===== src/tssms_pkg.sv =====
`timescale 1ns / 1ps
// ----------------------------------------------------------------------------
// tssms_pkg
// Shared types, codes and constants of the two-speed stepper move sequencer.
// ----------------------------------------------------------------------------
package tssms_pkg;

    // Default width of the tracked position
    localparam int POSITION_BITS_DEFAULT = 32;

    // Register port geometry
    localparam int APB_ADDR_BITS = 5;
    localparam int APB_DATA_BITS = 32;

    // Register reset values
    localparam logic [15:0] FAST_THRESHOLD_RESET = 16'd1000;
    localparam logic [15:0] SLOW_STEPS_RESET     = 16'd100;
    localparam logic [7:0]  DEFAULT_SPEED        = 8'd10;

    // Command codes of an input transaction
    typedef enum logic [1:0] {
        FUNC_MOVE  = 2'd0,
        FUNC_SET   = 2'd1,
        FUNC_TICK  = 2'd2,
        FUNC_ABORT = 2'd3
    } func_t;

    // Register indexes (word address)
    typedef enum logic [2:0] {
        REG_FAST_THRESHOLD    = 3'd0,
        REG_SLOW_STEPS        = 3'd1,
        REG_FAST_SPEED        = 3'd2,
        REG_SLOW_SPEED        = 3'd3,
        REG_DIRECTION_SWAPPED = 3'd4
    } reg_idx_t;

    // Configuration as seen by the sequencer
    typedef struct packed {
        logic [15:0] fast_threshold;
        logic [15:0] slow_steps;
        logic [7:0]  fast_speed;
        logic [7:0]  slow_speed;
        logic        direction_swapped;
    } cfg_t;

    // One result transaction
    typedef struct packed {
        logic        step_valid;
        logic        step_forward;
        logic        step_fine;
        logic [7:0]  speed_rpm;
        logic [31:0] current_position;
        logic        busy_res;
        logic        move_done;
    } result_t;

    // A speed setting of zero reports as one
    function automatic logic [7:0] speed_of(input logic [7:0] s);
        speed_of = (s == 8'd0) ? 8'd1 : s;
    endfunction

endpackage


===== src/two_speed_stepper_move_sequencer.sv =====
`timescale 1ns / 1ps
// ----------------------------------------------------------------------------
// two_speed_stepper_move_sequencer
// Stepper move sequencer with a fast full-step phase and a slow microstep
// phase, driven by move, set-position, tick and abort commands.
// ----------------------------------------------------------------------------
// Every input transaction (move, set position, tick, abort) gives exactly one
// result transaction. The block takes one transaction per clock cycle while
// in_stall is low. The command and its clamped value are held in an input
// register. Once the result register is free, the sequencer updates position
// and phase counters in a single step into the result register. A stalled
// result holds the input register; an empty input register still takes one
// more command, and further commands are then stalled until the result is taken.
// A tick issues at most one step, reported with direction, full or micro step
// mode and speed; move_done marks the end of a move (release the coils).
// The user writes configuration registers through the APB-style port only while
// no transaction is in flight; the block itself does not enforce this.
// ----------------------------------------------------------------------------
module two_speed_stepper_move_sequencer
#(
    parameter int POSITION_BITS = tssms_pkg::POSITION_BITS_DEFAULT
)
(
    input  logic                                 clk,
    input  logic                                 rst_n,
    // configuration port
    input  logic                                 psel,
    input  logic                                 penable,
    input  logic                                 pwrite,
    input  logic [tssms_pkg::APB_ADDR_BITS-1:0]  paddr,
    input  logic [tssms_pkg::APB_DATA_BITS-1:0]  pwdata,
    output logic [tssms_pkg::APB_DATA_BITS-1:0]  prdata,
    output logic                                 pready,
    // command channel
    input  logic                                 in_valid,
    output logic                                 in_stall,
    input  logic [1:0]                           func,
    input  logic signed [31:0]                   value,
    // result channel
    output logic                                 out_valid,
    input  logic                                 out_stall,
    output logic                                 step_valid,
    output logic                                 step_forward,
    output logic                                 step_fine,
    output logic [7:0]                           speed_rpm,
    output logic signed [31:0]                   current_position,
    output logic                                 busy_res,
    output logic                                 move_done
);

    localparam int EXT_BITS = (POSITION_BITS > 32) ? POSITION_BITS : 32;
    localparam logic signed [EXT_BITS-1:0] POS_MAX_EXT =
        EXT_BITS'({1'b0, {(POSITION_BITS-1){1'b1}}});
    localparam logic signed [EXT_BITS-1:0] POS_MIN_EXT = ~POS_MAX_EXT;

    tssms_pkg::cfg_t                 cfg;
    tssms_pkg::result_t              res_next;
    tssms_pkg::result_t              res_reg;

    logic                            s1_valid_reg;
    tssms_pkg::func_t                s1_func_reg;
    logic signed [POSITION_BITS-1:0] s1_tgt_reg;
    logic                            out_valid_reg;

    logic signed [EXT_BITS-1:0]      val_ext;
    logic signed [EXT_BITS-1:0]      val_clamped;
    logic                            out_free;
    logic                            advance;
    logic                            in_take;

    // Configuration registers
    tssms_regs u_regs
    (
        .clk     (clk),
        .rst_n   (rst_n),
        .psel    (psel),
        .penable (penable),
        .pwrite  (pwrite),
        .paddr   (paddr),
        .pwdata  (pwdata),
        .prdata  (prdata),
        .pready  (pready),
        .cfg     (cfg)
    );

    // Clamp the value into the position range
    assign val_ext = EXT_BITS'(value);
    always_comb
    begin
        priority if (val_ext > POS_MAX_EXT)
            val_clamped = POS_MAX_EXT;
        else if (val_ext < POS_MIN_EXT)
            val_clamped = POS_MIN_EXT;
        else
            val_clamped = val_ext;
    end

    // Handshake: the input register doubles as the skid stage
    assign out_free = !out_valid_reg || !out_stall;
    assign advance  = s1_valid_reg && out_free;
    assign in_stall = s1_valid_reg && !out_free;
    assign in_take  = in_valid && !in_stall;

    // Hold the accepted transaction
    always_ff @(posedge clk or negedge rst_n)
    begin
        if (!rst_n)
        begin
            s1_valid_reg <= 1'b0;
        end
        else if (in_take)
        begin
            s1_valid_reg <= 1'b1;
        end
        else if (advance)
        begin
            s1_valid_reg <= 1'b0;
        end
    end

    always_ff @(posedge clk)
    begin
        if (in_take)
        begin
            s1_func_reg <= tssms_pkg::func_t'(func);
            s1_tgt_reg  <= POSITION_BITS'(val_clamped);
        end
    end

    // Sequencer state and step decision
    tssms_seq #(
        .POSITION_BITS (POSITION_BITS)
    ) u_seq (
        .clk    (clk),
        .rst_n  (rst_n),
        .fire   (advance),
        .func   (s1_func_reg),
        .target (s1_tgt_reg),
        .cfg    (cfg),
        .result (res_next)
    );

    // Result register: load on advance, drop when taken
    always_ff @(posedge clk or negedge rst_n)
    begin
        if (!rst_n)
        begin
            out_valid_reg <= 1'b0;
        end
        else if (advance)
        begin
            out_valid_reg <= 1'b1;
        end
        else if (!out_stall)
        begin
            out_valid_reg <= 1'b0;
        end
    end

    always_ff @(posedge clk)
    begin
        if (advance)
        begin
            res_reg <= res_next;
        end
    end

    // Drive the result channel
    assign out_valid        = out_valid_reg;
    assign step_valid       = res_reg.step_valid;
    assign step_forward     = res_reg.step_forward;
    assign step_fine        = res_reg.step_fine;
    assign speed_rpm        = res_reg.speed_rpm;
    assign current_position = res_reg.current_position;
    assign busy_res         = res_reg.busy_res;
    assign move_done        = res_reg.move_done;

endmodule


===== src/tssms_regs.sv =====
`timescale 1ns / 1ps
// ----------------------------------------------------------------------------
// tssms_regs
// Configuration registers behind an APB-style port, one register per word.
// ----------------------------------------------------------------------------
module tssms_regs
(
    input  logic                                 clk,
    input  logic                                 rst_n,
    input  logic                                 psel,
    input  logic                                 penable,
    input  logic                                 pwrite,
    input  logic [tssms_pkg::APB_ADDR_BITS-1:0]  paddr,
    input  logic [tssms_pkg::APB_DATA_BITS-1:0]  pwdata,
    output logic [tssms_pkg::APB_DATA_BITS-1:0]  prdata,
    output logic                                 pready,
    output tssms_pkg::cfg_t                      cfg
);

    tssms_pkg::cfg_t     cfg_reg;
    tssms_pkg::reg_idx_t idx;
    logic                wr_en;

    assign idx    = tssms_pkg::reg_idx_t'(paddr[tssms_pkg::APB_ADDR_BITS-1:2]);
    assign wr_en  = psel && penable && pwrite;
    assign pready = 1'b1;
    assign cfg    = cfg_reg;

    // Write the addressed register on the access cycle
    always_ff @(posedge clk or negedge rst_n)
    begin
        if (!rst_n)
        begin
            cfg_reg.fast_threshold    <= tssms_pkg::FAST_THRESHOLD_RESET;
            cfg_reg.slow_steps        <= tssms_pkg::SLOW_STEPS_RESET;
            cfg_reg.fast_speed        <= tssms_pkg::DEFAULT_SPEED;
            cfg_reg.slow_speed        <= tssms_pkg::DEFAULT_SPEED;
            cfg_reg.direction_swapped <= 1'b0;
        end
        else if (wr_en)
        begin
            unique case (idx)
                tssms_pkg::REG_FAST_THRESHOLD:    cfg_reg.fast_threshold    <= pwdata[15:0];
                tssms_pkg::REG_SLOW_STEPS:        cfg_reg.slow_steps        <= pwdata[15:0];
                tssms_pkg::REG_FAST_SPEED:        cfg_reg.fast_speed        <= pwdata[7:0];
                tssms_pkg::REG_SLOW_SPEED:        cfg_reg.slow_speed        <= pwdata[7:0];
                tssms_pkg::REG_DIRECTION_SWAPPED: cfg_reg.direction_swapped <= pwdata[0];
                default:
                begin
                end
            endcase
        end
    end

    // Read back the addressed register
    always_comb
    begin
        unique case (idx)
            tssms_pkg::REG_FAST_THRESHOLD:    prdata = 32'(cfg_reg.fast_threshold);
            tssms_pkg::REG_SLOW_STEPS:        prdata = 32'(cfg_reg.slow_steps);
            tssms_pkg::REG_FAST_SPEED:        prdata = 32'(cfg_reg.fast_speed);
            tssms_pkg::REG_SLOW_SPEED:        prdata = 32'(cfg_reg.slow_speed);
            tssms_pkg::REG_DIRECTION_SWAPPED: prdata = 32'(cfg_reg.direction_swapped);
            default:                          prdata = '0;
        endcase
    end

endmodule


===== src/tssms_seq.sv =====
`timescale 1ns / 1ps
// ----------------------------------------------------------------------------
// tssms_seq
// Move state and step decision: position, phase counters, direction, active.
// ----------------------------------------------------------------------------
module tssms_seq
#(
    parameter int POSITION_BITS = tssms_pkg::POSITION_BITS_DEFAULT
)
(
    input  logic                            clk,
    input  logic                            rst_n,
    input  logic                            fire,
    input  tssms_pkg::func_t                func,
    input  logic signed [POSITION_BITS-1:0] target,
    input  tssms_pkg::cfg_t                 cfg,
    output tssms_pkg::result_t              result
);

    localparam logic signed [POSITION_BITS-1:0] POS_MAX = {1'b0, {(POSITION_BITS-1){1'b1}}};
    localparam logic signed [POSITION_BITS-1:0] POS_MIN = {1'b1, {(POSITION_BITS-1){1'b0}}};

    logic signed [POSITION_BITS-1:0] pos_reg, pos_next;
    logic [POSITION_BITS-1:0]        fast_left_reg, fast_left_next;
    logic [POSITION_BITS-1:0]        slow_left_reg, slow_left_next;
    logic                            up_reg, up_next;
    logic                            active_reg, active_next;

    logic                            tgt_up;
    logic [POSITION_BITS-1:0]        mag;
    logic [POSITION_BITS-1:0]        thr_ext;
    logic [POSITION_BITS-1:0]        slow_ext;
    logic                            blocked;

    // Distance to the target and phase limits
    assign tgt_up   = target > pos_reg;
    assign mag      = tgt_up ? POSITION_BITS'(target - pos_reg)
                             : POSITION_BITS'(pos_reg - target);
    assign thr_ext  = POSITION_BITS'(cfg.fast_threshold);
    assign slow_ext = POSITION_BITS'(cfg.slow_steps);
    assign blocked  = up_reg ? (pos_reg == POS_MAX)
                             : ((pos_reg == '0) || (pos_reg == POS_MIN));

    // Decide the step and the next move state
    always_comb
    begin
        pos_next              = pos_reg;
        fast_left_next        = fast_left_reg;
        slow_left_next        = slow_left_reg;
        up_next               = up_reg;
        active_next           = active_reg;
        result.step_valid     = 1'b0;
        result.step_forward   = 1'b0;
        result.step_fine      = 1'b0;
        result.speed_rpm      = tssms_pkg::speed_of(cfg.slow_speed);
        result.move_done      = 1'b0;

        unique case (func)
            tssms_pkg::FUNC_MOVE:
            begin
                up_next = tgt_up;
                if (mag == '0)
                begin
                    active_next      = 1'b0;
                    fast_left_next   = '0;
                    slow_left_next   = '0;
                    result.move_done = 1'b1;
                end
                else
                begin
                    // Long move: fast phase first, last slow_steps done fine
                    if ((mag > thr_ext) && (slow_ext < mag))
                    begin
                        fast_left_next = mag - slow_ext;
                        slow_left_next = slow_ext;
                    end
                    else
                    begin
                        fast_left_next = '0;
                        slow_left_next = mag;
                    end
                    active_next = 1'b1;
                end
            end
            tssms_pkg::FUNC_SET:
            begin
                if (active_reg)
                begin
                    active_next      = 1'b0;
                    fast_left_next   = '0;
                    slow_left_next   = '0;
                    result.move_done = 1'b1;
                end
                pos_next = target;
            end
            tssms_pkg::FUNC_TICK:
            begin
                if (active_reg)
                begin
                    if (blocked)
                    begin
                        active_next      = 1'b0;
                        fast_left_next   = '0;
                        slow_left_next   = '0;
                        result.move_done = 1'b1;
                    end
                    else
                    begin
                        result.step_valid   = 1'b1;
                        result.step_forward = up_reg ? cfg.direction_swapped
                                                     : !cfg.direction_swapped;
                        if (fast_left_reg != '0)
                        begin
                            result.step_fine = 1'b0;
                            result.speed_rpm = tssms_pkg::speed_of(cfg.fast_speed);
                            fast_left_next   = fast_left_reg - 1'b1;
                        end
                        else
                        begin
                            result.step_fine = 1'b1;
                            slow_left_next   = slow_left_reg - 1'b1;
                        end
                        pos_next = up_reg ? pos_reg + 1'b1 : pos_reg - 1'b1;
                        if ((fast_left_next == '0) && (slow_left_next == '0))
                        begin
                            active_next      = 1'b0;
                            result.move_done = 1'b1;
                        end
                    end
                end
            end
            tssms_pkg::FUNC_ABORT:
            begin
                if (active_reg)
                begin
                    active_next      = 1'b0;
                    fast_left_next   = '0;
                    slow_left_next   = '0;
                    result.move_done = 1'b1;
                end
            end
        endcase

        result.current_position = 32'(pos_next);
        result.busy_res         = active_next;
    end

    // Advance the move state once per processed transaction
    always_ff @(posedge clk or negedge rst_n)
    begin
        if (!rst_n)
        begin
            pos_reg       <= '0;
            fast_left_reg <= '0;
            slow_left_reg <= '0;
            up_reg        <= 1'b0;
            active_reg    <= 1'b0;
        end
        else if (fire)
        begin
            pos_reg       <= pos_next;
            fast_left_reg <= fast_left_next;
            slow_left_reg <= slow_left_next;
            up_reg        <= up_next;
            active_reg    <= active_next;
        end
    end

endmodule

===== config.mk =====
export PLATFORM = sky130hd
export DESIGN_NAME = two_speed_stepper_move_sequencer
export DESIGN_NICKNAME = d
export VERILOG_FILES = /design/src/tssms_pkg.sv /design/src/two_speed_stepper_move_sequencer.sv /design/src/tssms_regs.sv /design/src/tssms_seq.sv
export SDC_FILE = /design/constraint.sdc
export NUM_CORES = 1
export LEC_CHECK = 0
export ABC_AREA = 0
export BUFFER_PORTS_ARGS = -buffer_cell sky130_fd_sc_hd__buf_2
export CORE_MARGIN = 3
export CORE_UTILIZATION = 35
export DETAILED_ROUTE_END_ITERATION = 8
export PLACE_DENSITY = 0.57
export SLEW_MARGIN = 20
export SYNTH_ARGS = -nofsm -noshare
export SYNTH_HDL_FRONTEND = slang
export SYNTH_SLANG_ARGS = --single-unit

===== constraint.sdc =====
create_clock -name clk -period 5.8 [get_ports clk]
set_input_delay 0.29 -clock clk [delete_from_list [all_inputs] [get_ports clk]]
set_output_delay 0.29 -clock clk [all_outputs]
set_load 0.1 [all_outputs]

* Word level (Yosys, flattened, before mapping)
Index checks and enable logic that the tools add are counted.
Word-level totals: flip-flop bits (word level) 228, word-level logic and storage cells 131, memory bits (writable) 0, memory bits (read-only) 0, memories kept 0, bits in latches 0
Cells by class: multiplexer cells 50, reductions and logical operators 34, add/sub/neg operators 7, magnitude comparators 5, div/mod/pow operators 0, shift operators 0, multiply operators 0, bitwise operators 2, equality and inequality tests 12
Operator list (count):
- $mux 32 | 22
- $pmux 32 s3 | 2
- $logic_not 32->1 | 4
- $sub 32x1->32 const B | 3
- $pmux 16 s5 | 1
- $eq 32x32->1 const B | 2
- $pmux 32 s2 | 1
- $sub 32x32->32 | 2
- $mux 8 | 5
- $add 32x1->32 const B | 1
- $gt 32x16->1 | 1
- $gt 32x32->1 | 1
- $gt 32x32->1 const B | 1
- $lt 16x32->1 | 1
- $lt 32x32->1 const B | 1
- $reduce_bool 32->1 | 1
- $sub 32x16->32 | 1
- $logic_not 8->1 | 2
- $mux 1 | 16
- $reduce_and 2->1 | 7
- $mux 11 | 1
- $logic_and 1x1->1 | 7
- $eq 3x2->1 const B | 2
- $ne 2x1->1 const B | 3
- 14 further kinds | 22

* Longest topological paths before layout
Gate-level depths: netlist (run 1).
depth in word-level cells 12, mapped depth 25, gate-level depth less buffers 23

* By module
From an unflattened synthesis (run 1), not the netlist that was laid out.
Unflattened totals: cell total of the unflattened synthesis 2276, area, all modules 19288.5 um2
By module, submodules not included:
- tssms_seq | cells each 1985, times used 1, sequential area each 2452.4 um2, area an instance 14209.9 um2
- two_speed_stepper_move_sequencer | cells each 119, times used 1, sequential area each 2422.3 um2, area an instance 2585.0 um2
- tssms_regs | cells each 172, times used 1, sequential area each 1242.4 um2, area an instance 2493.6 um2

* Least setup slack after synthesis (run 1)
OpenSTA, ideal clock, no wires.
kind reg-to-reg, from register u_seq.pos_reg[0], to register u_seq.slow_left_reg[10], path slack 649 ps, path buffers 3, cell stages (with the launch flop) 25, arrival 5024 ps, setup time 127 ps, cell sequence dfrtp_1 ha_1 inv_1 fa_1 nand3_2 a211oi_1 o211ai_1 and3_1 buf_2 nor2_2 mux2_2 fa_1 a21o_1 a211oi_1 o21ai_0 a32o_1 o21a_1 nor4_1 nor2_1 and3_1 nor3b_2 buf_4 buf_8 mux2i_1 o21ai_1
Between the ends: cells in the longest elaborated chain, start to end 7, elaborated cells between the ends (all ways) 18
Ends and longest elaborated chain:
- start, declared | line tssms_seq.sv:23 | logic signed [POSITION_BITS-1:0] pos_reg, pos_next;
- start signal, assigned | line tssms_seq.sv:161 | pos_reg <= pos_next;
- $sub 32x32->32 (tied with other cells) | line tssms_seq.sv:38 | : POSITION_BITS'(pos_reg - target);
- $mux 32 | line tssms_seq.sv:37 | assign mag = tgt_up ? POSITION_BITS'(target - pos_reg)
- $gt 32x16->1 / $lt 16x32->1 (equally long branches) | line tssms_seq.sv:72 | if ((mag > thr_ext) && (slow_ext < mag))
- $logic_and 1x1->1 | line tssms_seq.sv:72
- $mux 32 | line tssms_seq.sv:72
- $mux 32 | line tssms_seq.sv:62 | if (mag == '0)
- $pmux 32 s3 (*) | line tssms_seq.sv:58 | unique case (func)
- end signal, assigned | line tssms_seq.sv:163 | slow_left_reg <= slow_left_next;
- end, declared | line tssms_seq.sv:25 | logic [POSITION_BITS-1:0] slow_left_reg, slow_left_next;
Mark *: on every way between the ends. The rest lies on a longest branch, timed or not. The select of a mux whose other input is x is not followed. A chain may end at the register's enable or synchronous reset.

* Final worst setup path (run 1)
from register s1_tgt_reg[25], to register u_seq.fast_left_reg[29]
Between the ends: cells in the longest elaborated chain, start to end 7, elaborated cells between the ends (all ways) 12
Ends and longest elaborated chain:
- start, declared | line two_speed_stepper_move_sequencer.sv:62 | logic signed [POSITION_BITS-1:0] s1_tgt_reg;
- start signal, assigned | line two_speed_stepper_move_sequencer.sv:126 | s1_tgt_reg <= POSITION_BITS'(val_clamped);
- $sub 32x32->32 (tied with other cells) | line tssms_seq.sv:38
- $mux 32 (*) | line tssms_seq.sv:37
- $gt 32x16->1 / $lt 16x32->1 (equally long branches) | line tssms_seq.sv:72
- $logic_and 1x1->1 | line tssms_seq.sv:72
- $mux 32 | line tssms_seq.sv:72
- $mux 32 (*) | line tssms_seq.sv:62
- $pmux 32 s3 (*) | line tssms_seq.sv:58
- end signal, assigned | line tssms_seq.sv:162 | fast_left_reg <= fast_left_next;
- end, declared | line tssms_seq.sv:24 | logic [POSITION_BITS-1:0] fast_left_reg, fast_left_next;
Mark *: on every way between the ends. The rest lies on a longest branch, timed or not.

==> results of run 1 <==
layout by cell type (no fill, tap or decap), types with 15 or more instances in the layout:
cell type,Yosys,layout
o21a_1,16,16
dfrtp_1,136,136
xor2_1,51,49
conb_1,2,17
edfxtp_1,79,79
a22oi_1,28,28
a31oi_1,15,15
nand2b_1,29,28
a211oi_1,22,17
a22o_1,17,17
or3_1,24,24
buf_4,24,225
mux2_2,45,45
a21o_1,42,42
a21oi_1,163,163
clkbuf_16,0,28
nor4_1,45,44
xnor2_1,45,44
mux2i_1,37,37
buf_2,29,121
nand3_1,49,49
nor3_1,61,61
and3_1,19,17
o31ai_1,24,23
nor2_1,151,149
nor2b_1,28,28
o211ai_1,15,15
o21ai_0,230,229
inv_1,145,144
nand2_1,182,181
dlygate4sd3_1,0,52
nand4_1,45,45
ha_1,132,132
worst paths after layout:
| kind | from | end |
|---|---|---|
| setup / recovery | s1_tgt_reg[25]$_SDFFCE_PN1P_ | u_seq.fast_left_reg[29]$_DFFE_PN0P_ |
| hold / removal | pwdata[0] | u_regs.cfg[17]$_DFFE_PN0P_ |
| setup reg to reg | s1_tgt_reg[25]$_SDFFCE_PN1P_ | u_seq.fast_left_reg[29]$_DFFE_PN0P_ |
| hold reg to reg | u_seq.fast_left_reg[15]$_DFFE_PN0P_ | u_seq.fast_left_reg[15]$_DFFE_PN0P_ |
| max in group asynchronous | rst_n | u_seq.pos_reg[27]$_DFFE_PN0P_ |
| min in group asynchronous | rst_n | u_seq.slow_left_reg[19]$_DFFE_PN0P_ |
layout make-up:
cell class	count	area share, %
Multi-Input combinational cell	1760	51.29
Sequential cell	228	26.16
Timing Repair Buffer	407	12.72
Tap cell	696	3.724
Clock buffer	45	3.520
Inverter	146	2.349
Clock inverter	5	0.2408
where the power goes:
part / internal, µW / switching [µW] / total (µW)
Combinational: 2980 / 4620 / 7590
Clock: 1000 / 715 / 1720
Sequential: 2030 / 368 / 2400
what timing repair did:
| action | 4_1_cts | 5_1_grt |
|---|---|---|
| endpoints found under the setup margin | 1 | 33 |
| endpoints found under the hold margin | 143 | 0 |
| buffers inserted | 0 | 7 |
| gates cloned | 0 | 1 |
| pin swaps | 1 | 11 |
| gates resized for setup | 2 | 27 |
| hold buffers | 52 | 0 |
critical path: stages, from the launching register on:
cell and delay, ns:
edfxtp_1 0.44, buf_4 0.18, ha_1 0.23, a21oi_1 0.18
o21ai_1 0.18, a211o_1 0.39, o211a_1 0.28, buf_4 0.16
a211o_1 0.28, o31ai_1 0.08, xnor2_1 0.20, buf_4 0.21
ha_1 0.25, a21o_1 0.18, a211oi_2 0.27, a211oi_1 0.15
o31ai_2 0.30, a21oi_1 0.18, a21oi_1 0.20, nand4_1 0.17
or2_2 0.34, nor4_1 0.24, xor2_1 0.24, o21ai_0 0.10
kinds of logic (layout without fill, tap and decap cells):
family                     count (synthesis)  count (layout)  share of synthesized area [%]
other                                      2              17                        0.03918
muxes                                     89              89                          5.399
xor gates and xnor gates                  97              97                          4.472
and+or+nand+nor                          720             720                          19.38
adders and majority gates                136             136                          9.035
AOI/OAI and AO/OA                        701             701                          23.12
buffers and inverters                    300             603                          6.633
DFF                                      228             228                          31.92
metrics by stage:
| stage | setup WS [ns] | total power [µW] | TNS, ns | cell area [µm²] |
|---|---|---|---|---|
| detailed placement | -0.06530 | 9743 | -0.06530 | 21750 |
| floorplan | 0.6493 | 7098 | 0 | 19220 |
| global route | -0.02896 | 12470 | -0.03552 | 23390 |
| CTS | 0.02665 | 11550 | 0 | 23170 |
| finish | 0.2382 | 11710 | 0 | 23390 |
| global placement | 0.04337 | 9648 | 0 | 21750 |
metal layers:
metal  vias up  track usage, %
met1      8991           30.52
li1       8874               -
met2       594           41.85
met5         -               0
met3       121           2.294
met4         0           5.920
==> metrics.md, run 1 <==
| Metric | Value |
|---|---|
| Reg clk slew, reported paths | `around 0.060 ns` |
| Most common cell in the netlist | `o21ai_0` |
| Asr flop ratio synth | `65.35%` |
| Final Cycle Share | `95.89%` |
| Initial DRC Count | `about 1500` |
| Worst Path Max Fanout | `4` |
| Max-slew headroom | `24.83%` |
| Achievable Freq | `0.1798 GHz` |
| Max reg flops | `49` |
| YS warnings | `0` |
| Synth unique cells | `roughly 100` |
| Clock Skew | `0.02158 ns` |
| Setup crit start kind | `flip-flop` |
| Vias after detailed routing | `approximately 19000` |
| Clk sinks | `roughly 230` |
| Antenna diode count | `0` |
| Fillers | `5392` |
| Mapped Cells | `roughly 2300` |
| First-pass GRT wire length | `106600 µm` |
| Vias in the first global route | `18252` |
| Port Buf Inserts | `122` |
| Post-DP HPWL | `~54000 µm` |
| Total global routing overflow | `0` |
| Global-route usage over all layers | `23.48%` |
| Post-route ant nets | `0` |
| Antenna violations before repair | `0` |
| Worst Hold Depth | `2` |
| DRT Wirelength | `69340 µm` |
| Hold WC Path Type | `in2reg` |
| Max-slew violation count | `0` |
| Worst R2R Path Depth | `23` |
| Die area | `57600 µm²` |
| Top cells by area, synth | `dfrtp_1 18%, edfxtp_1 12%, ha_1 8.6%` |
| Final hold slack | `approximately 0.032 ns` |
| Worst VDD drop | `about 0.00027 V` |
| Area growth syn-to-layout | `22.02%` |
| Setup violations, final | `0` |
| Vias/cell | `about 5.7` |
| Multi-input gate area | `12000 µm²` |
| # nets final | `2784` |
| H-tree Lvls | `1` |
| Fin cells | `3287` |
| Final min period | `5.562 ns` |
| Router iterations before antenna repair | `6` |
| Clk_lat worst skew | `roughly 0.57 ns` |
| Slew at the pin closest to its max-slew limit | `1.123 ns` |
| Maxcap violations | `0` |
| FF+latch area | `between 6000 and 7000 µm²` |
| Pwr dens | `500.8 nW/µm²` |
| Placer Congestion | `0.9177` |
| Fin util | `roughly 43%` |
| CP endpoint kind | `flip-flop` |
| R2R setup slack | `0.24 ns` |
| Sequential share of the synthesized area | `31.92%` |
| Die width | `240.0 µm` |
| Routed length on met1 | `between 20000 and 30000 µm` |
| Site Rows | `85` |
| Top sig layer | `met4` |
| Ports | `~160` |
| Commonest cells in the netlist | `230 x o21ai_0, 182 x nand2_1, 163 x a21oi_1` |
| Synth Register Bits | `~230` |
| Placed Cells | `about 3200` |
| Hold Violations, Final | `0` |
| Per-cell routed wire length | `about 21 µm` |
| TritonCTS Buffers | `27` |
| Syn Std Cell Area | `about 19000 µm²` |
| Area leader, netlist | `dfrtp_1` |
| Worst Path Required | `6.25 ns` |
| Number of synthesized flops with an enable pin | `a little under 80` |
| Leak Pwr | `roughly 0.010 µW` |
| Avg Cell Area, Syn | `approximately 8.4 µm²` |
| Die H | `approximately 240 µm` |
| Drt drc | `0` |
| Share of layout cells above drive strength 1 | `about a fifth` |
| Root buffer cell | `clkbuf_16` |
| Worst endpoint data arrival time | `around 6 ns` |
| WL met3 | `roughly 3300 µm` |
| Critical path class | `reg2reg` |
| Top_reg_cell synth | `dfrtp_1` |
| TritonCTS clock tree | `built` |
| Met2 wire len | `34180 µm` |
| Area of the core | `around 54000 µm²` |
| Largest net degree at the start of global routing | `88` |
| Status | `finished clean` |
| Post-synth top area share | `approximately 18%` |
| Longest Clk Path Bufs | `3` |
| Starting density of the core | `roughly 35%` |
No activity file was read; power rests on OpenSTA's default activity.
==> run 2: changes to the inputs <==
Settings changed: PLACE_DENSITY 0.57 to 0.59.
Clock period 5.8 ns to 5.1 ns, I/O delays scaled along.
==> metrics.md, run 2 (synthesis results as in run 1) <==
| Metric | Value |
|---|---|
| H-tree Lvls | `1` |
| First-pass GRT wire length | `roughly 110000 µm` |
| Die width | `about 240 µm` |
| Setup repair after global routing missed its margin | `yes` |
| CP max stage delay | `approximately 0.44 ns` |
| Status | `finished clean` |
| Fillers | `approximately 5200` |
| Die H | `240.0 µm` |
| Post-DP HPWL | `around 57000 µm` |
| Ports | `around 160` |
| Area of the core | `around 54000 µm²` |
| Initial DRC Count | `between 1500 and 2000` |
| Final Cycle Share | `between 90% and 100%` |
| Max-slew violation count | `0` |
| Pwr dens | `around 590 nW/µm²` |
| Worst Path Max Fanout | `4` |
| Most common cell after layout, fill and taps aside | `buf_4` |
| Critical Path Source | `s1_tgt_reg[21]$_SDFFCE_PN1P_` |
| Setup crit start kind | `flip-flop` |
| Achievable Freq | `slightly below 0.2 GHz` |
| Vias in the first global route | `19455` |
| Largest net degree at the start of global routing | `56` |
| Starting density of the core | `between 30% and 40%` |
| Clk_lat worst skew | `slightly below 0.6 ns` |
| Post-route ant nets | `0` |
| Multi-input gate area | `12630 µm²` |
| Reg clk slew, reported paths | `0.06 ns` |
| Placer Congestion | `0.9493` |
| R2R setup slack | `~0.044 ns` |
| Worst endpoint data arrival time | `between 5 and 6 ns` |
| Antenna diode count | `0` |
| Final min period | `approximately 5 ns` |
| TritonCTS clock tree | `built` |
| Fin util | `between 40% and 50%` |
| CP endpoint kind | `flip-flop` |
| Router iterations before antenna repair | `5` |
| FF+latch area | `about 6000 µm²` |
| Area growth syn-to-layout | `31.90%` |
| Worst R2R Path Depth | `29` |
| Vias after detailed routing | `around 20000` |
| CP most frequent cell | `buf_4` |
| Worst VDD drop | `~0.00034 V` |
| Hold WC Path Type | `in2async` |
| Slowest cell on crit path | `edfxtp_1` |
| Final TNS setup | `0 ns` |
| DRT Wirelength | `between 70000 and 80000 µm` |
| Pwr Total | `14810 µW` |
| Setup violations, final | `0` |
| Slew at the pin closest to its max-slew limit | `about 1.1 ns` |
| Leak Pwr | `0.01113 µW` |
| Longest Clk Path Bufs | `3` |
| # nets final | `2935` |
| Max reg flops | `~50` |
| Worst Path Required | `between 5 and 6 ns` |
| Critical path class | `reg2reg` |
| Site Rows | `85` |
| Clock Skew | `between 0.015 and 0.02 ns` |
| Root buffer cell | `clkbuf_16` |
| R2r startpoint | `s1_tgt_reg[21]$_SDFFCE_PN1P_` |
| Max-slew headroom | `a little over a quarter` |
| R2r endpoint | `u_seq.fast_left_reg[6]$_DFFE_PN0P_` |
| Setup slack after layout | `0.04448 ns` |
| Port Buf Inserts | `roughly 120` |
| Hold Violations, Final | `0` |
| Drt drc | `0` |
| Total global routing overflow | `0` |
| Per-cell routed wire length | `around 21 µm` |
| Clk sinks | `approximately 230` |
| Global-route usage over all layers | `between 20% and 30%` |
| TritonCTS Buffers | `29` |
| Vias/cell | `5.687` |
| Post-Place Setup Slack | `-0.5495 ns` |
| Final hold slack | `about 0.17 ns` |
| Most frequent cells in the layout | `369 x buf_4, 223 x o21ai_0, 179 x nand2_1` |
| Die area | `between 50000 and 60000 µm²` |
| Maxcap violations | `0` |
| Share of layout cells above drive strength 1 | `28.13%` |
| Antenna violations before repair | `0` |
-- run 2: timing repair --
| item | CTS | global route |
|---|---|---|
| hold endpoints to repair | 127 | 0 |
| gates cloned | 1 | 0 |
| pin swaps | 43 | 29 |
| resized for setup | 87 | 67 |
| hold buffers | 54 | 0 |
| setup endpoints to repair | 48 | 48 |
| setup buffers | 44 | 13 |
-- run 2: final cells by class --
| class | count | share of cell area (%) |
|---|---|---|
| Multi-Input combinational cell | 1760 | 49.95 |
| Sequential cell | 228 | 24.20 |
| Timing Repair Buffer | 556 | 16.16 |
| Tap cell | 696 | 3.445 |
| Clock buffer | 33 | 2.970 |
| Inverter | 146 | 2.193 |
| Clock inverter | 21 | 1.084 |
-- run 2: worst max-delay path by stage --
stage / end / slack, ns / cells past startpoint
floorplan: u_seq.fast_left_reg[29]$_DFFE_PN0P_ / 0.002 / 22
global route: u_seq.slow_left_reg[0]$_DFFE_PN0P_ / -0.16 / 23
detailed placement: u_seq.fast_left_reg[27]$_DFFE_PN0P_ / -0.55 / 24
global placement: u_seq.fast_left_reg[27]$_DFFE_PN0P_ / -0.48 / 24
CTS: u_seq.slow_left_reg[3]$_DFFE_PN0P_ / 0.007 / 25
finish: u_seq.fast_left_reg[6]$_DFFE_PN0P_ / 0.04 / 29
-- run 2: power breakdown --
| group | internal (µW) | switching (µW) | total [µW] |
|---|---|---|---|
| Sequential | 2310 | 447 | 2750 |
| Clock | 1360 | 870 | 2230 |
| Combinational | 4050 | 5780 | 9830 |
-- run 2: metrics by stage --
stage / cell area [µm²] / std cells
3_3_place_gp: 22500 / 3280
6_report: 25280 / 3440
4_1_cts: 24850 / 3431
2_1_floorplan: 19230 / 2288
5_1_grt: 25280 / 3440
3_5_place_dp: 22500 / 3280
-- run 2: routing by layer --
layer	vias to the layer above	GRT usage, %	part of all wire (%)
met3	174	2.489	4.8
met2	673	43.24	48
li1	9199	-	-
met1	9516	31.87	42
met5	-	0	0
met4	0	9.781	4.9
-- run 2: critical path, delay by kind of cell, from the launching register on --
family	cells	cell delay, ns
AOI/OAI and AO/OA	8	1.43
xor gates and xnor gates	1	0.25
buffers and inverters	15	1.88
DFF	1	0.44
adders and majority gates	2	0.53
and+or+nand+nor	3	0.37
==> run 3: changes to the inputs <==
Settings changed: CTS_BUF_LIST set to sky130_fd_sc_hd__clkbuf_8, GPL_TIMING_DRIVEN set to 0.
==> metrics.md, run 3 (synthesis results as in run 1) <==
| Metric | Value |
|---|---|
| Most common cell after layout, fill and taps aside | `o21ai_0` |
| Clock Skew | `0.05381 ns` |
| Maxcap violations | `0` |
| Per-cell routed wire length | `22.73 µm` |
| Failing checks | `setup timing` |
| Final Cycle Share | `104.3%` |
| Router iterations before antenna repair | `5` |
| Die H | `~240 µm` |
| Fin area | `25000 µm²` |
| CP max stage delay | `0.39 ns` |
| Buf/Inv on CP | `5` |
| Pwr Total | `14390 µW` |
| Post-route ant nets | `0` |
| Root buffer cell | `clkbuf_8` |
| Hold WC Path Type | `in2reg` |
| Longest Clk Path Bufs | `3` |
| Pwr dens | `~580 nW/µm²` |
| Final min period | `5.321 ns` |
| Internal Pwr Total | `a little over 7000 µW` |
| Worst Path Max Fanout | `4` |
| CP endpoint kind | `flip-flop` |
| Setup repair after global routing missed its margin | `yes` |
| Area of the core | `around 54000 µm²` |
| Area growth syn-to-layout | `30.44%` |
| Starting density of the core | `~35%` |
| Global-route usage over all layers | `approximately a quarter` |
| Vias after detailed routing | `slightly below 20000` |
| R2r startpoint | `s1_tgt_reg[23]$_SDFFCE_PN1P_` |
| Hold Violations, Final | `0` |
| Fin util | `46.27%` |
| Total global routing overflow | `0` |
| Die area | `a little under 60000 µm²` |
| Setup slack after layout | `-0.2206 ns` |
| Worst endpoint data arrival time | `about 5.8 ns` |
| Leak Pwr | `around 0.011 µW` |
| Max reg flops | `49` |
| Clock power share | `a little over an eighth` |
| Placed Area | `approximately 21000 µm²` |
| # nets final | `~2900` |
| Site Rows | `85` |
| Worst Hold Depth | `4` |
| WP depth | `25` |
| Slowest cell on crit path | `edfxtp_1` |
| TritonCTS Buffers | `between 40 and 50` |
| TritonCTS clock tree | `built` |
| First-pass GRT wire length | `about 120000 µm` |
| Port Buf Inserts | `90` |
| Status | `finished with violations` |
| Drt drc | `0` |
| Antenna violations before repair | `1` |
| Sw Ratio | `about half` |
| Setup violations, final | `45` |
| Post-DP HPWL | `between 50000 and 60000 µm` |
| Placer Congestion | `roughly 0.99` |
| Slew at the pin closest to its max-slew limit | `~1.1 ns` |
| Flop pwr share | `a little under a fifth` |
| Most frequent cells in the layout | `207 x o21ai_0, 191 x buf_4, 178 x nand2_1` |
| Worst Path Required | `about 5.6 ns` |
| Critical path class | `reg2reg` |
| Vias in the first global route | `a little under 20000` |
| Crit path max-delay family | `compound AO/OA/AOI/OAI gates` |
| Initial DRC Count | `1604` |
| Ports | `~160` |
| Sw power | `7225 µW` |
| Comb pwr share | `around 68%` |
| Setup crit start kind | `flip-flop` |
| Achievable Freq | `0.1879 GHz` |
| Clk sinks | `between 200 and 250` |
| Fillers | `about 5300` |
| Worst R2R Path Depth | `25` |
| Worst VDD drop | `between 0.0002 and 0.0003 V` |
| Hold wc startpoint | `paddr[4]` |
| Critical Path Source | `s1_tgt_reg[23]$_SDFFCE_PN1P_` |
| Clk_lat worst skew | `about 0.65 ns` |
| Die width | `240.0 µm` |
| Vias/cell | `approximately 5.8` |
| Max-slew violation count | `0` |
| H-tree Lvls | `2` |
| Reg clk slew, reported paths | `around 0.06 ns` |
| DRT Wirelength | `about 77000 µm` |
| Share of layout cells above drive strength 1 | `about a quarter` |
| Largest net degree at the start of global routing | `88` |
| Max-slew headroom | `between 20% and 30%` |
[run 3: power by group through the flow]
stage | clock, µW | sequential [µW] | combinational [µW]
6_report | 1900 | 2740 | 9740
5_1_grt | 2040 | 2780 | 10400
4_1_cts | 1960 | 2720 | 9120
3_5_place_dp | 0 | 2820 | 7550
3_3_place_gp | 0 | 2810 | 7410
2_1_floorplan | 0 | 3010 | 5070
[run 3: layout make-up]
cell class,instances,area [µm²],area share (%)
well taps,696,870.8,3.483
repair buffers,329,2560,10.24
diodes,1,2.502,0.01001
clock inverters,28,186.4,0.7457
multi-input cells,1760,13080,52.33
inverters,146,556.8,2.227
repair inverters,1,5.005,0.02002
flip-flops and latches,228,6155,24.62
plain buffers,152,878.3,3.513
clock buffers,51,701.9,2.808
[run 3: through the flow]
step	TNS, ns	instances	setup slack, ns	hold slack [ns]
2_1_floorplan	0	2288	0.002158	-0.04059
3_3_place_gp	-142.92	3074	-3.244	0.4260
3_5_place_dp	-82.16	3080	-2.030	0.2373
4_1_cts	-0.5723	3364	-0.07837	0.04960
5_1_grt	-14.93	3391	-0.4243	0.1094
6_report	-4.582	3392	-0.2206	0.08969
[run 3: final timing paths]
path / end / slack, ns
worst max register to register: u_seq.fast_left_reg[31]$_DFFE_PN0P_ / -0.22
min in group asynchronous: u_seq.slow_left_reg[19]$_DFFE_PN0P_ / 0.14
max in group asynchronous: u_regs.cfg[36]$_DFFE_PN1P_ / 4.08
worst max-delay path: u_seq.fast_left_reg[31]$_DFFE_PN0P_ / -0.22
worst min-delay path: u_regs.cfg[0]$_DFFE_PN0P_ / 0.09
worst min register to register: out_valid$_DFFE_PN0P_ / 0.50
[run 3: timing repair]
action / CTS / global route
hold buffers: 54 / 0
setup endpoints to repair: 61 / 52
setup buffers: 150 / 30
hold endpoints to repair: 147 / 0
cloned: 2 / 2
pin swaps: 53 / 31
resized for setup: 230 / 114
[run 3: worst min-delay path, stage by stage]
cell and delay (ns):
buf_2 0.13, nand2_1 0.06, nor2_1 0.04, mux2_2 0.21
[run 3: per-layer routing]
metal | part of all wire, % | up-vias | track usage (%) | wire [µm]
met1 | 40 | 9586 | 31.77 | 31070
met4 | 6.0 | 0 | 13.53 | 4598
met2 | 47 | 814 | 44.41 | 36620
met3 | 6.2 | 247 | 4.279 | 4817
li1 | - | 9103 | - | -
met5 | 0 | - | 0 | 0
